--- config.mk ---
export PLATFORM = sky130hd
export DESIGN_NAME = slns_ring
export DESIGN_NICKNAME = d
export VERILOG_FILES = /design/src/hw/rtl/slns_pkg.sv /design/src/hw/rtl/slns_ring.sv
export SDC_FILE = /design/constraint.sdc
export NUM_CORES = 2
export LEC_CHECK = 0
export ABC_AREA = 0
export BUFFER_PORTS_ARGS = -buffer_cell sky130_fd_sc_hd__buf_4
export CORE_MARGIN = 2
export CORE_UTILIZATION = 50
export DETAILED_ROUTE_END_ITERATION = 10
export GPL_ROUTABILITY_DRIVEN = 0
export HOLD_SLACK_MARGIN = 0.02
export PLACE_DENSITY = 0.65
export SLEW_MARGIN = 20
export SYNTH_ARGS = -nofsm -noshare
export SYNTH_HDL_FRONTEND = slang
export SYNTH_SLANG_ARGS = --single-unit
--- constraint.sdc ---
create_clock -name clk -period 10.35 [get_ports clk]
set_input_delay 1.035 -clock clk [delete_from_list [all_inputs] [get_ports clk]]
set_output_delay 1.035 -clock clk [all_outputs]
set_load 0.005 [all_outputs]
--- src/hw/rtl/slns_pkg.sv ---
package slns_pkg;

	localparam int RING_DEPTH_DEF = 64;

	localparam int WORD_W  = 32;
	localparam int LEAK_W  = 16;
	localparam int GAIN_W  = 31;
	localparam int SLOPE_W = 24;
	localparam int EXP_W   = 4;
	localparam int REFR_W  = 10;
	localparam int DELAY_W = 6;
	localparam int DRAW_W  = 16;
	localparam int CMD_W   = 2;
	localparam int CFG_IDX_W = 3;

	// shared multiplier operands: signed, wide enough for unsigned 32-bit excess
	localparam int MUL_W  = WORD_W + 1;
	localparam int PROD_W = 2 * MUL_W;

	// Q16.16 one, probability width
	localparam int PROB_W = 17;
	localparam logic [PROB_W-1:0] ONE_Q16 = 17'h1_0000;

	typedef enum logic [CMD_W-1:0] {
		CMD_TICK    = 2'd0,
		CMD_SYNAPSE = 2'd1,
		CMD_CURRENT = 2'd2,
		CMD_NONE    = 2'd3
	} cmd_t;

	typedef enum logic [CFG_IDX_W-1:0] {
		REG_LEAK      = 3'd0,
		REG_GAIN      = 3'd1,
		REG_THRESHOLD = 3'd2,
		REG_SLOPE     = 3'd3,
		REG_EXPONENT  = 3'd4,
		REG_RESET_POT = 3'd5,
		REG_REFRACT   = 3'd6,
		REG_UNUSED    = 3'd7
	} cfg_reg_t;

	localparam logic [LEAK_W-1:0]  LEAK_RST  = 16'd62000;
	localparam logic [GAIN_W-1:0]  GAIN_RST  = 31'd6554;
	localparam logic [SLOPE_W-1:0] SLOPE_RST = 24'd6554;
	localparam logic [EXP_W-1:0]   EXP_RST   = 4'd1;
	localparam logic [REFR_W-1:0]  REFR_RST  = 10'd20;

endpackage

--- src/hw/rtl/slns_ring.sv ---
module slns_ring #(
	parameter int DEPTH = slns_pkg::RING_DEPTH_DEF,
	parameter int AW = $clog2(DEPTH)
) (
	input  logic                        clk,
	input  logic                        we,
	input  logic [AW-1:0]               waddr,
	input  logic [slns_pkg::WORD_W-1:0] wdata,
	input  logic [AW-1:0]               raddr,
	output logic [slns_pkg::WORD_W-1:0] rdata
);
	import slns_pkg::*;

	logic [WORD_W-1:0] mem [DEPTH];
	logic [WORD_W-1:0] rdata_q;

	always_ff @(posedge clk) begin
		if (we) begin
			mem[waddr] <= wdata;
		end
	end

	// read-before-write on a same-address collision
	always_ff @(posedge clk) begin
		rdata_q <= mem[raddr];
	end

	assign rdata = rdata_q;

endmodule

# Word-level counts from Yosys, hierarchy flattened
# Memories as Yosys holds them, arrays and structs flattened. A register that Yosys moved wholly into a read port is not among the register bits.
# Index checks and enable logic that the tools add are counted.
[word_totals]
ff_bits = 0
mem_bits_rw = 2048
input_bits = 46
output_inout_bits = 32
word_cells = 3
n_memories = 1
[op_classes]
mux = 2
[mem_list]
columns = ["name", "depth", "width", "read_ports", "rd_ports_with_merged_regs", "write_ports", "line_no", "rtl"]
rows = [
  ["mem", 64, 32, 1, 1, 1, "slns_ring.sv:14", "logic [WORD_W-1:0] mem [DEPTH];"],
]
[op_table]
columns = ["cell", "n"]
rows = [
  ["1-bit 2-to-1 mux", 2],
]

# Longest topological paths before layout
[depth]
ltp_word = 2
mapped_depth = 10
ltp_nobuf = 5

# Worst setup path before layout
# No wires, ideal clock.
[synth_timing]
path_kind = "input to register"
startpoint = "input port waddr[3]"
endpoint = "memory mem[48][0], enable pin"
setup_ps = 461
t_arrival_ps = 3734
required_ps = 9889
path_slack_ps = 6155
path_stages = 4
path_buffers = 1
cell_sequence = "clkbuf_1 > nor2b_1 > nand4b_1 > nor3_1"
[synth_rtl]
columns = ["item", "line_no", "rtl"]
rows = [
  ["start: declaration", "slns_ring.sv:7", "input logic [AW-1:0] waddr,"],
  ["end: declaration", "slns_ring.sv:14", ""],
]
# No word-level cell before the write port.

==> out/metrics.cfg <==
[floorplan]
num_rows = 145
fp.dieArea_um2 = 160000
start_util_pct = 50.3
fp.dieW_um = 400
core_area_um2 = 156000
io_pins = 78
die_h_um = 400

[worst_setup_path]
r2r_end = rdata[24]
crit_end = rdata[18]
startpoint = raddr[0]
worstSetupPathType = input pin to flip-flop
reg2regPathDepth = 4
slowest_stage = buf_4
endpoint_kind = flip-flop
ff2ff_setup_slack_ns = 8.15
required_ns = 11.03
crit_path_start_kind = input pin
path_cells = buf_8, buf_12, buf_4, mux4_2, o22ai_1, nor3_1, a31oi_1, nor2_1
cp_max_fo = 75
worst_path_largest_cell_delay_ns = 0.82
reg2reg_from = mem[27][24]
cp.arrival_ns = 4.61

[clock_tree]
ctsResizeCount = 0
cts.sinks = 2080
post-cts-setup-buffers = 0
h-tree-depth = 4
cts_tree = built
cts_buffers = 200
worst_skew_pair.late_latency_ns = 0.84
cts_buffer_depth = 3
clkTransAtPathRegs_ns = 0.06
cts-root-buf = clkbuf_16
holdBufCountCts = 0

[cells_and_area]
drive_above_1_share_pct = 29.0
area_growth_pct = 12.6
finalNetCount = 3564
stdcell_count = 5749
seqCellArea_um2 = 62100
stdcell_area_um2 = 88400
fillers = 11300
multi_input_area_um2 = 16000
fin_util_pct = 56.7

[place]
dp_cells = 5374
dpl.hpwl_mm = 102
place.port_buffers = 77
place_area_um2 = 82100
preCtsSetupSlack_ns = 5.43

[pwr]
p_leak_nw = 27.3
powerDensity_nw_per_um2 = 194
power.total_mw = 17.2
peakVddDrop_uv = 155

[sta]
fin_tns_setup_ns = 0
finalCritPeriodShare_pct = 38.0
fmax_mhz = 254
maxSlewHeadroom_pct = 26.1
whs_ns = 0.730
drv_slew = 0
worst_pin_slew_ns = 1.11
setup_viol = 0
period_minus_slack_ns = 3.93
fin_ws_ns = 6.42
clock_skew_ns = 0.0317
report.final.hold_viol_count = 0
rsz0062_at_grt = no

[yosys]
seq_area_frac_synth_pct = 79.1
synth_area_um2 = 78500
yosysUniqueCellTypes = 34
syn_area_per_cell_um2 = 23.6
ys_async_sr_fraction_pct = 0
synth_ff_type = edfxtp_1
ys_seq_elements = 2080
synth_edf_count = 2048
synthCells = 3324
synth.net_count = 3370
ys.warnings.count = 0

[detailed_routing]
totalWireLength_mm = 195
wl_per_cell_um = 33.9
drt_iter0_drc = 4572
drc = 0
via_per_inst = 6.42
detail-route-antenna-nets = 0
firstDrtPassIters = 6
num_vias = 36900

[worst_hold_path]
hold_class = input pin to flip-flop
holdCritStartpoint = wdata[11]

[global_routing]
grt_pass1_vias = 36500
grt_pass1_wl_mm = 275
overflow = 0
grt_max_degree = 98
groute.usage.overall_pct = 24.4
antenna_found_initial = 18

[status]
status = completed

[job]
cap_violations = 0

## registers in the layout, indices dropped and copies added, names as in the netlist
name and count:
mem 2048, rdata 32
## cells in the mapped netlist, types with 2 or more instances
cell type / instances / area [µm²]
nor2_1: 137 / 514
a311oi_1: 8 / 70.1
a41o_1: 4 / 40.0
o32ai_1: 4 / 35.0
a21oi_1: 62 / 310
buf_1: 21 / 78.8
and2_1: 2 / 12.5
buf_4: 25 / 188
mux4_2: 544 / 12300
and3_1: 4 / 25.0
buf_2: 57 / 285
or3b_1: 2 / 17.5
nand3_1: 5 / 25.0
or3_1: 3 / 18.8
nand2b_1: 8 / 50.1
buf_6: 5 / 56.3
o22ai_1: 84 / 526
dfxtp_1: 32 / 641
mux2i_1: 93 / 931
nand2_1: 26 / 97.6
or3b_2: 3 / 26.3
nor2b_1: 15 / 93.8
nand4_1: 2 / 12.5
a22oi_1: 12 / 90.1
edfxtp_1: 2048 / 61500
o221ai_1: 27 / 236
nor3_1: 7 / 35.0
nand3b_1: 5 / 37.5
clkbuf_1: 74 / 278
## layer usage
layer | vias up | global-route usage (%) | part of all wire, %
li1 | 14700 | - | -
met2 | 1789 | 37.4 | 47
met5 | - | 0 | 0.059
met3 | 305 | 5.35 | 9.3
met4 | 18 | 7.34 | 2.7
met1 | 20100 | 35.6 | 41
## cells by family after synthesis
kind of cell | after synthesis | share of synthesized area (%)
flip-flops | 2080 | 79.1
AND/OR/NAND/NOR | 223 | 1.27
AO/OA/AOI/OAI | 202 | 1.67
buffers and inverters | 182 | 1.13
multiplexers | 637 | 16.8
## report_power, final
part	internal, mW	leakage (nW)	switching, mW
clock network	3.93	3.07	3.08
logic	0.312	5.58	0.492
registers	9.33	18.7	0.0410
total	13.6	27.3	3.62
## final cells by class
class,instances,share of cell area [%]
multi-input combinational,1062,18.1
tap,2058,2.91
sequential,2080,70.3
clock inverter,99,0.958
antenna,1,0.00283
timing repair buffer,174,1.58
clock buffer,275,6.19
## how the worst min path moves through the flow
stage / to / slack [ns] / cells past startpoint
final: mem[45][11] / 0.73 / 1
after global routing: mem[21][10] / 0.74 / 1
after CTS: mem[18][28] / 0.70 / 1
after detailed placement: rdata[4] / 0.81 / 4
after global placement: rdata[4] / 0.73 / 4
after floorplan: rdata[17] / 0.66 / 4
## cells in the final DEF (no fill, tap or decap), types with 9 or more instances in the layout
cell type   synthesis  routed
a21oi_1            62      62
a22oi_1            12      12
buf_4              25     165
bufinv_16           0       9
clkbuf_1           74      60
clkbuf_16           0     203
clkbuf_8            0      12
clkinv_1            0      32
clkinv_2            0      34
clkinvlp_4          0      10
dfxtp_1            32      32
edfxtp_1         2048    2048
mux2i_1            93      93
mux4_2            544     544
nand2_1            26      26
nor2_1            137      75
nor2_4              0      62
nor2b_1            15      15
o221ai_1           27      27
o22ai_1            84      84
## critical path: cells and delay by family
kind / cells / cell delay [ns]
AOI/OAI and AO/OA: 2 / 0.85
and+or+nand+nor: 2 / 0.16
muxes: 1 / 0.60
buffers and inverters: 3 / 1.80
No activity file was read; power rests on OpenSTA's default activity.
