## src/hw/rtl/slns_pkg.sv

```systemverilog
package slns_pkg;

	localparam int RING_DEPTH_DEF = 64;

	localparam int WORD_W  = 32;
	localparam int LEAK_W  = 16;
	localparam int GAIN_W  = 31;
	localparam int SLOPE_W = 24;
	localparam int EXP_W   = 4;
	localparam int REFR_W  = 10;
	localparam int DELAY_W = 6;
	localparam int DRAW_W  = 16;
	localparam int CMD_W   = 2;
	localparam int CFG_IDX_W = 3;

	// shared multiplier operands: signed, wide enough for unsigned 32-bit excess
	localparam int MUL_W  = WORD_W + 1;
	localparam int PROD_W = 2 * MUL_W;

	// Q16.16 one, probability width
	localparam int PROB_W = 17;
	localparam logic [PROB_W-1:0] ONE_Q16 = 17'h1_0000;

	typedef enum logic [CMD_W-1:0] {
		CMD_TICK    = 2'd0,
		CMD_SYNAPSE = 2'd1,
		CMD_CURRENT = 2'd2,
		CMD_NONE    = 2'd3
	} cmd_t;

	typedef enum logic [CFG_IDX_W-1:0] {
		REG_LEAK      = 3'd0,
		REG_GAIN      = 3'd1,
		REG_THRESHOLD = 3'd2,
		REG_SLOPE     = 3'd3,
		REG_EXPONENT  = 3'd4,
		REG_RESET_POT = 3'd5,
		REG_REFRACT   = 3'd6,
		REG_UNUSED    = 3'd7
	} cfg_reg_t;

	localparam logic [LEAK_W-1:0]  LEAK_RST  = 16'd62000;
	localparam logic [GAIN_W-1:0]  GAIN_RST  = 31'd6554;
	localparam logic [SLOPE_W-1:0] SLOPE_RST = 24'd6554;
	localparam logic [EXP_W-1:0]   EXP_RST   = 4'd1;
	localparam logic [REFR_W-1:0]  REFR_RST  = 10'd20;

endpackage

```

## src/hw/rtl/slns_mul.sv

```systemverilog
module slns_mul (
	input  logic                               clk,
	input  logic signed [slns_pkg::MUL_W-1:0]  a,
	input  logic signed [slns_pkg::MUL_W-1:0]  b,
	output logic signed [slns_pkg::PROD_W-1:0] prod
);
	import slns_pkg::*;

	logic signed [PROD_W-1:0] prod_q;

	always_ff @(posedge clk) begin
		prod_q <= a * b;
	end

	assign prod = prod_q;

endmodule

```

## config.mk

```make
export PLATFORM = sky130hd
export DESIGN_NAME = slns_mul
export DESIGN_NICKNAME = d
export VERILOG_FILES = /design/src/hw/rtl/slns_pkg.sv /design/src/hw/rtl/slns_mul.sv
export SDC_FILE = /design/constraint.sdc
export NUM_CORES = 2
export LEC_CHECK = 0
export CELL_PAD_IN_SITES_DETAIL_PLACEMENT = 0
export CELL_PAD_IN_SITES_GLOBAL_PLACEMENT = 2
export CORE_AREA = 2 2 372 374
export CTS_CLUSTER_DIAMETER = 30
export CTS_CLUSTER_SIZE = 10
export DETAILED_ROUTE_END_ITERATION = 12
export DIE_AREA = 0 0 374 376
export DONT_BUFFER_PORTS = 1
export PLACE_DENSITY = 0.66
export SETUP_SLACK_MARGIN = 0.5
export SYNTH_ARGS = -nofsm -noshare
export SYNTH_HDL_FRONTEND = slang
export SYNTH_SLANG_ARGS = --single-unit
```

## constraint.sdc

```tcl
create_clock -name clk -period 11.15 [get_ports clk]
set_clock_uncertainty 0.05 [all_clocks]
set_input_delay 1.115 -clock clk [delete_from_list [all_inputs] [get_ports clk]]
set_output_delay 1.115 -clock clk [all_outputs]
set_load 0.005 [all_outputs]
```

# == Word level (Yosys, flattened, before mapping) ==
# Cells that the tools add are included.
# classes
shifts,0
mul,1
n_eq_ne,0
add_sub_neg,0
n_lt_le_gt_ge,0
muxes,0
n_reduce_logical,0
bitwise,0
div_mod_pow,0
# ops
op,n
multiplier 33 x 33 -> 66 bit,1
# totals
latch_bits,0
reg_bits,66
in_bits,67
mem_bits_rw,0
word_cells,2
output_inout_bits,66
memories,0
rom_bits,0

# == Depth between registers and ports, before layout ==
# depth
word_depth,1
depth_mapped,27
ltp_nobuf,26

# == Worst setup path before layout ==
# OpenSTA, ideal clock, no wires.
# synth_timing
path_kind,input-to-reg
from,input a[32] in the netlist's numbering
to,"register prod_q[62], in the netlist prod[62]"
setup_time_ns,0.079
required_time_ns,11.021
cell_stages,23
path_buffers,2
arrival_ns,8.272
slack_ns,2.749
path_cell_list,clkbuf_1 nand2_1 inv_1 fa_1 fa_1 fa_1 fa_1 fa_1 fa_1 fa_1 inv_1 fa_1 inv_1 ha_1 clkbuf_1 and3_1 nand3_1 nand2b_1 a2111oi_4 a211oi_4 a21o_2 a21o_1 a211oi_2
# synth_via
elab_chain_len,1
# synth_rtl
item,line,text
"start, declared",slns_mul.sv:3,"input logic signed [slns_pkg::MUL_W-1:0] a,"
multiplier 33 x 33 -> 66 bit,slns_mul.sv:12,prod_q <= a * b;
"end signal, assigned",slns_mul.sv:12,
"end, declared",slns_mul.sv:9,logic signed [PROD_W-1:0] prod_q;
# Every way passes these cells.

# == Worst setup path after layout ==
# layout_timing
from,input b[0] in the netlist's numbering
to,"register prod_q[64], in the netlist prod[64]"
# layout_via
elab_chain_len,1
# layout_rtl
item,line,text
"start, declared",slns_mul.sv:4,"input logic signed [slns_pkg::MUL_W-1:0] b,"
multiplier 33 x 33 -> 66 bit,slns_mul.sv:12,
# Every way passes these cells.

==> impl_metrics.json <==
{
  "wire_length_after_detailed_routing_mm": 124,
  "endpoint_kind": "flip-flop",
  "detailed_place_hpwl_mm": 100,
  "first_pass_iters": 7,
  "drtAntennaViolNets": 0,
  "drv_cap": 0,
  "post_synth_instance_area_um2": 40700,
  "horizontal_die_dimension_um": 374,
  "viasPerCell": 4.63,
  "crit_type": "in -> reg",
  "cts_setup_buffers": 0,
  "endpoints_failing_hold": 0,
  "synth-adder-area-share": 0.629,
  "grt_first_pass_wirelength_mm": 197,
  "grt_usage": 0.186,
  "timing_max_transition_violations_final": 0,
  "finalCriticalPeriod_ns": 9.64,
  "synth_cells": 4338,
  "post_route_cells_drive_above_1_share": 0.0138,
  "synth_nets": 5767,
  "critical_path.startpoint_type": "input pin",
  "area_growth_synth_to_finish_pct": 4.36,
  "max_slew.worst_pin.slew_ns": 1.21,
  "ys_types": 80,
  "antenna_found_initial": 11,
  "fmax_mhz": 104,
  "cp_data_arrival_time_ns": 9.88,
  "clk_path_buf_depth": 2,
  "port_buffers": 0,
  "postSynthRegisterBits": 66,
  "cts.hold.buffers_added": 0,
  "synthMuxAreaShare": 0,
  "synth-xor-area-share": 0.0146,
  "post-route-drc-count": 0,
  "timing.setup.tns_ns": 0,
  "combinational_family_with_the_most_area_after_synthesis": "adder cells",
  "post_synth_and_or_nand_nor_area_fraction": 0.158,
  "final_min_period_over_clock_period": 0.864,
  "initial_utilization": 0.298,
  "layout.cell_area.non_filler_um2": 42500,
  "fin_nets": 5561,
  "top_level_ports": 133,
  "placement_rows": 136,
  "routabilityCongestion": 0.807,
  "rsz0062_at_grt": "no",
  "final-seq-area_um2": 1320,
  "finalSetupViolCount": 0,
  "cts-buffers-inserted": 9,
  "largest_register_ffs": 66,
  "die_y_um": 376,
  "gr-total-overflow": 0,
  "timing.slew.headroom": 0.190,
  "postSynth.topFlopCell": "sky130_fd_sc_hd__dfxtp_1",
  "cts_resized": 0,
  "asyncSetResetFlopFracSynth": 0,
  "grt_pass1_vias": 31500,
  "syn_area_cell_um2": 9.39,
  "holdCritPathClass": "in -> reg",
  "synth_edf_count": 0,
  "critPathRequiredTime_ns": 11.39,
  "num-fill-cells": 14500,
  "grt_start_max_net_pins": 34,
  "clk_pin_slew_worst_paths_ns": 0.09,
  "core_area_um2": 137000,
  "drt_first_iter_violations": 1349,
  "cp_max_fo": 33,
  "synth_compound_area_frac": 0.0407,
  "clockRootBuffer": "sky130_fd_sc_hd__clkbuf_16",
  "status": "complete, no violations",
  "vias": 27500,
  "synth.yosys.seq_area_share": 0.0324,
  "detailed_place.area_um2": 42200,
  "cts_num_sinks": 66,
  "most_common_cell_after_layout_fill_and_taps_aside": "sky130_fd_sc_hd__fa_1",
  "dieArea_um2": 141000,
  "ys.warnings.count": 0,
  "commonest_cells_after_routing_fill_and_taps_aside": "sky130_fd_sc_hd__fa_1 (1144), sky130_fd_sc_hd__inv_1 (1131), sky130_fd_sc_hd__and2_1 (562)",
  "cts_tree": "done",
  "clock_tree.htree_level_count": 3,
  "multi_input_area_um2": 34300,
  "wire_length_per_cell_um": 20.9
}
==> synth_stat cells, types with 4 or more instances <==
library cell,count,share of area
sky130_fd_sc_hd__nor2_1,68,0.0063
sky130_fd_sc_hd__clkbuf_1,208,0.019
sky130_fd_sc_hd__o21ai_0,25,0.0031
sky130_fd_sc_hd__ha_1,217,0.067
sky130_fd_sc_hd__a211o_1,6,0.0013
sky130_fd_sc_hd__inv_1,1131,0.10
sky130_fd_sc_hd__buf_2,11,0.0014
sky130_fd_sc_hd__a31oi_1,8,0.0012
sky130_fd_sc_hd__dfxtp_1,66,0.032
sky130_fd_sc_hd__nand2b_1,12,0.0018
sky130_fd_sc_hd__nand4_1,11,0.0017
sky130_fd_sc_hd__o211ai_1,4,0.00074
sky130_fd_sc_hd__xor2_1,25,0.0054
sky130_fd_sc_hd__nor3_1,7,0.00086
sky130_fd_sc_hd__nand3_1,25,0.0031
sky130_fd_sc_hd__fa_1,1145,0.56
sky130_fd_sc_hd__nand2_1,551,0.051
sky130_fd_sc_hd__o21ai_1,6,0.00074
sky130_fd_sc_hd__nor2b_1,5,0.00077
sky130_fd_sc_hd__and4_1,5,0.0011
sky130_fd_sc_hd__and3_1,5,0.00077
sky130_fd_sc_hd__a21o_1,36,0.0066
sky130_fd_sc_hd__and2_1,562,0.086
sky130_fd_sc_hd__o21a_1,6,0.0011
sky130_fd_sc_hd__o21bai_1,11,0.0020
sky130_fd_sc_hd__a211oi_1,7,0.0013
sky130_fd_sc_hd__xnor2_1,43,0.0092
sky130_fd_sc_hd__a21oi_1,57,0.0070
==> critical path, cell delays in order <==
cell and delay [ns]:
sky130_fd_sc_hd__nand2_1 0.10, sky130_fd_sc_hd__inv_1 0.09, sky130_fd_sc_hd__fa_1 0.68, sky130_fd_sc_hd__inv_1 0.15, sky130_fd_sc_hd__fa_1 0.51, sky130_fd_sc_hd__inv_1 0.07, sky130_fd_sc_hd__fa_1 0.51, sky130_fd_sc_hd__inv_1 0.06
sky130_fd_sc_hd__fa_1 0.53, sky130_fd_sc_hd__inv_1 0.08, sky130_fd_sc_hd__fa_1 0.50, sky130_fd_sc_hd__fa_1 0.51, sky130_fd_sc_hd__fa_1 0.50, sky130_fd_sc_hd__inv_1 0.05, sky130_fd_sc_hd__fa_1 0.48, sky130_fd_sc_hd__inv_1 0.09
sky130_fd_sc_hd__ha_1 0.54, sky130_fd_sc_hd__nand3_1 0.35, sky130_fd_sc_hd__nor2_1 0.44, sky130_fd_sc_hd__nand2_1 0.17, sky130_fd_sc_hd__nor3_1 0.98, sky130_fd_sc_hd__o311ai_4 0.47, sky130_fd_sc_hd__nand3_2 0.36, sky130_fd_sc_hd__a211oi_1 0.11
sky130_fd_sc_hd__a311oi_1 0.40
==> cells by family (layout without fill, tap and decap cells) <==
| logic type | after synthesis | in the layout |
|---|---|---|
| buffers and inverters | 1352 | 1151 |
| and+or+nand+nor | 1271 | 1271 |
| adders and majority gates | 1362 | 1362 |
| other | 0 | 2 |
| AOI/OAI and AO/OA | 219 | 219 |
| DFF | 66 | 66 |
| xor gates and xnor gates | 68 | 68 |
==> final timing paths <==
check,from,endpoint,slack [ns],cells after the start
max,b[0],prod[64],1.51,25
min,b[0],prod[0],0.75,1
==> stage by stage <==
stage / hold slack, ns / util / std cells / setup WS (ns)
3_3_place_gp: 1.20 / 0.309 / 5915 / 1.29
2_1_floorplan: 1.19 / - / 4338 / 2.75
6_report: 0.755 / 0.311 / 5933 / 1.51
3_5_place_dp: 1.19 / 0.309 / 5915 / 1.37
4_1_cts: 0.717 / 0.311 / 5931 / 1.81
5_1_grt: 0.736 / 0.311 / 5931 / 1.40
==> final cells by class <==
cell class / count / area share
Clock inverter: 6 / 0.00271
Sequential cell: 66 / 0.0311
Inverter: 1131 / 0.0999
Multi-Input combinational cell: 2920 / 0.807
Clock buffer: 10 / 0.00539
Antenna cell: 2 / 0.000118
Tap cell: 1794 / 0.0528
Timing Repair Buffer: 4 / 0.000706
==> per-layer routing <==
metal  GRT usage  part of all wire  up-vias
li1            -                 -    11900
met1       0.242              0.42    14900
met2       0.323              0.51      570
met3      0.0270             0.045      124
met4      0.0500             0.026        2
met5           0           0.00010        -
Power is not shown: default switching activity piles up to over one toggle a cycle in this logic, so the estimate is an artifact.
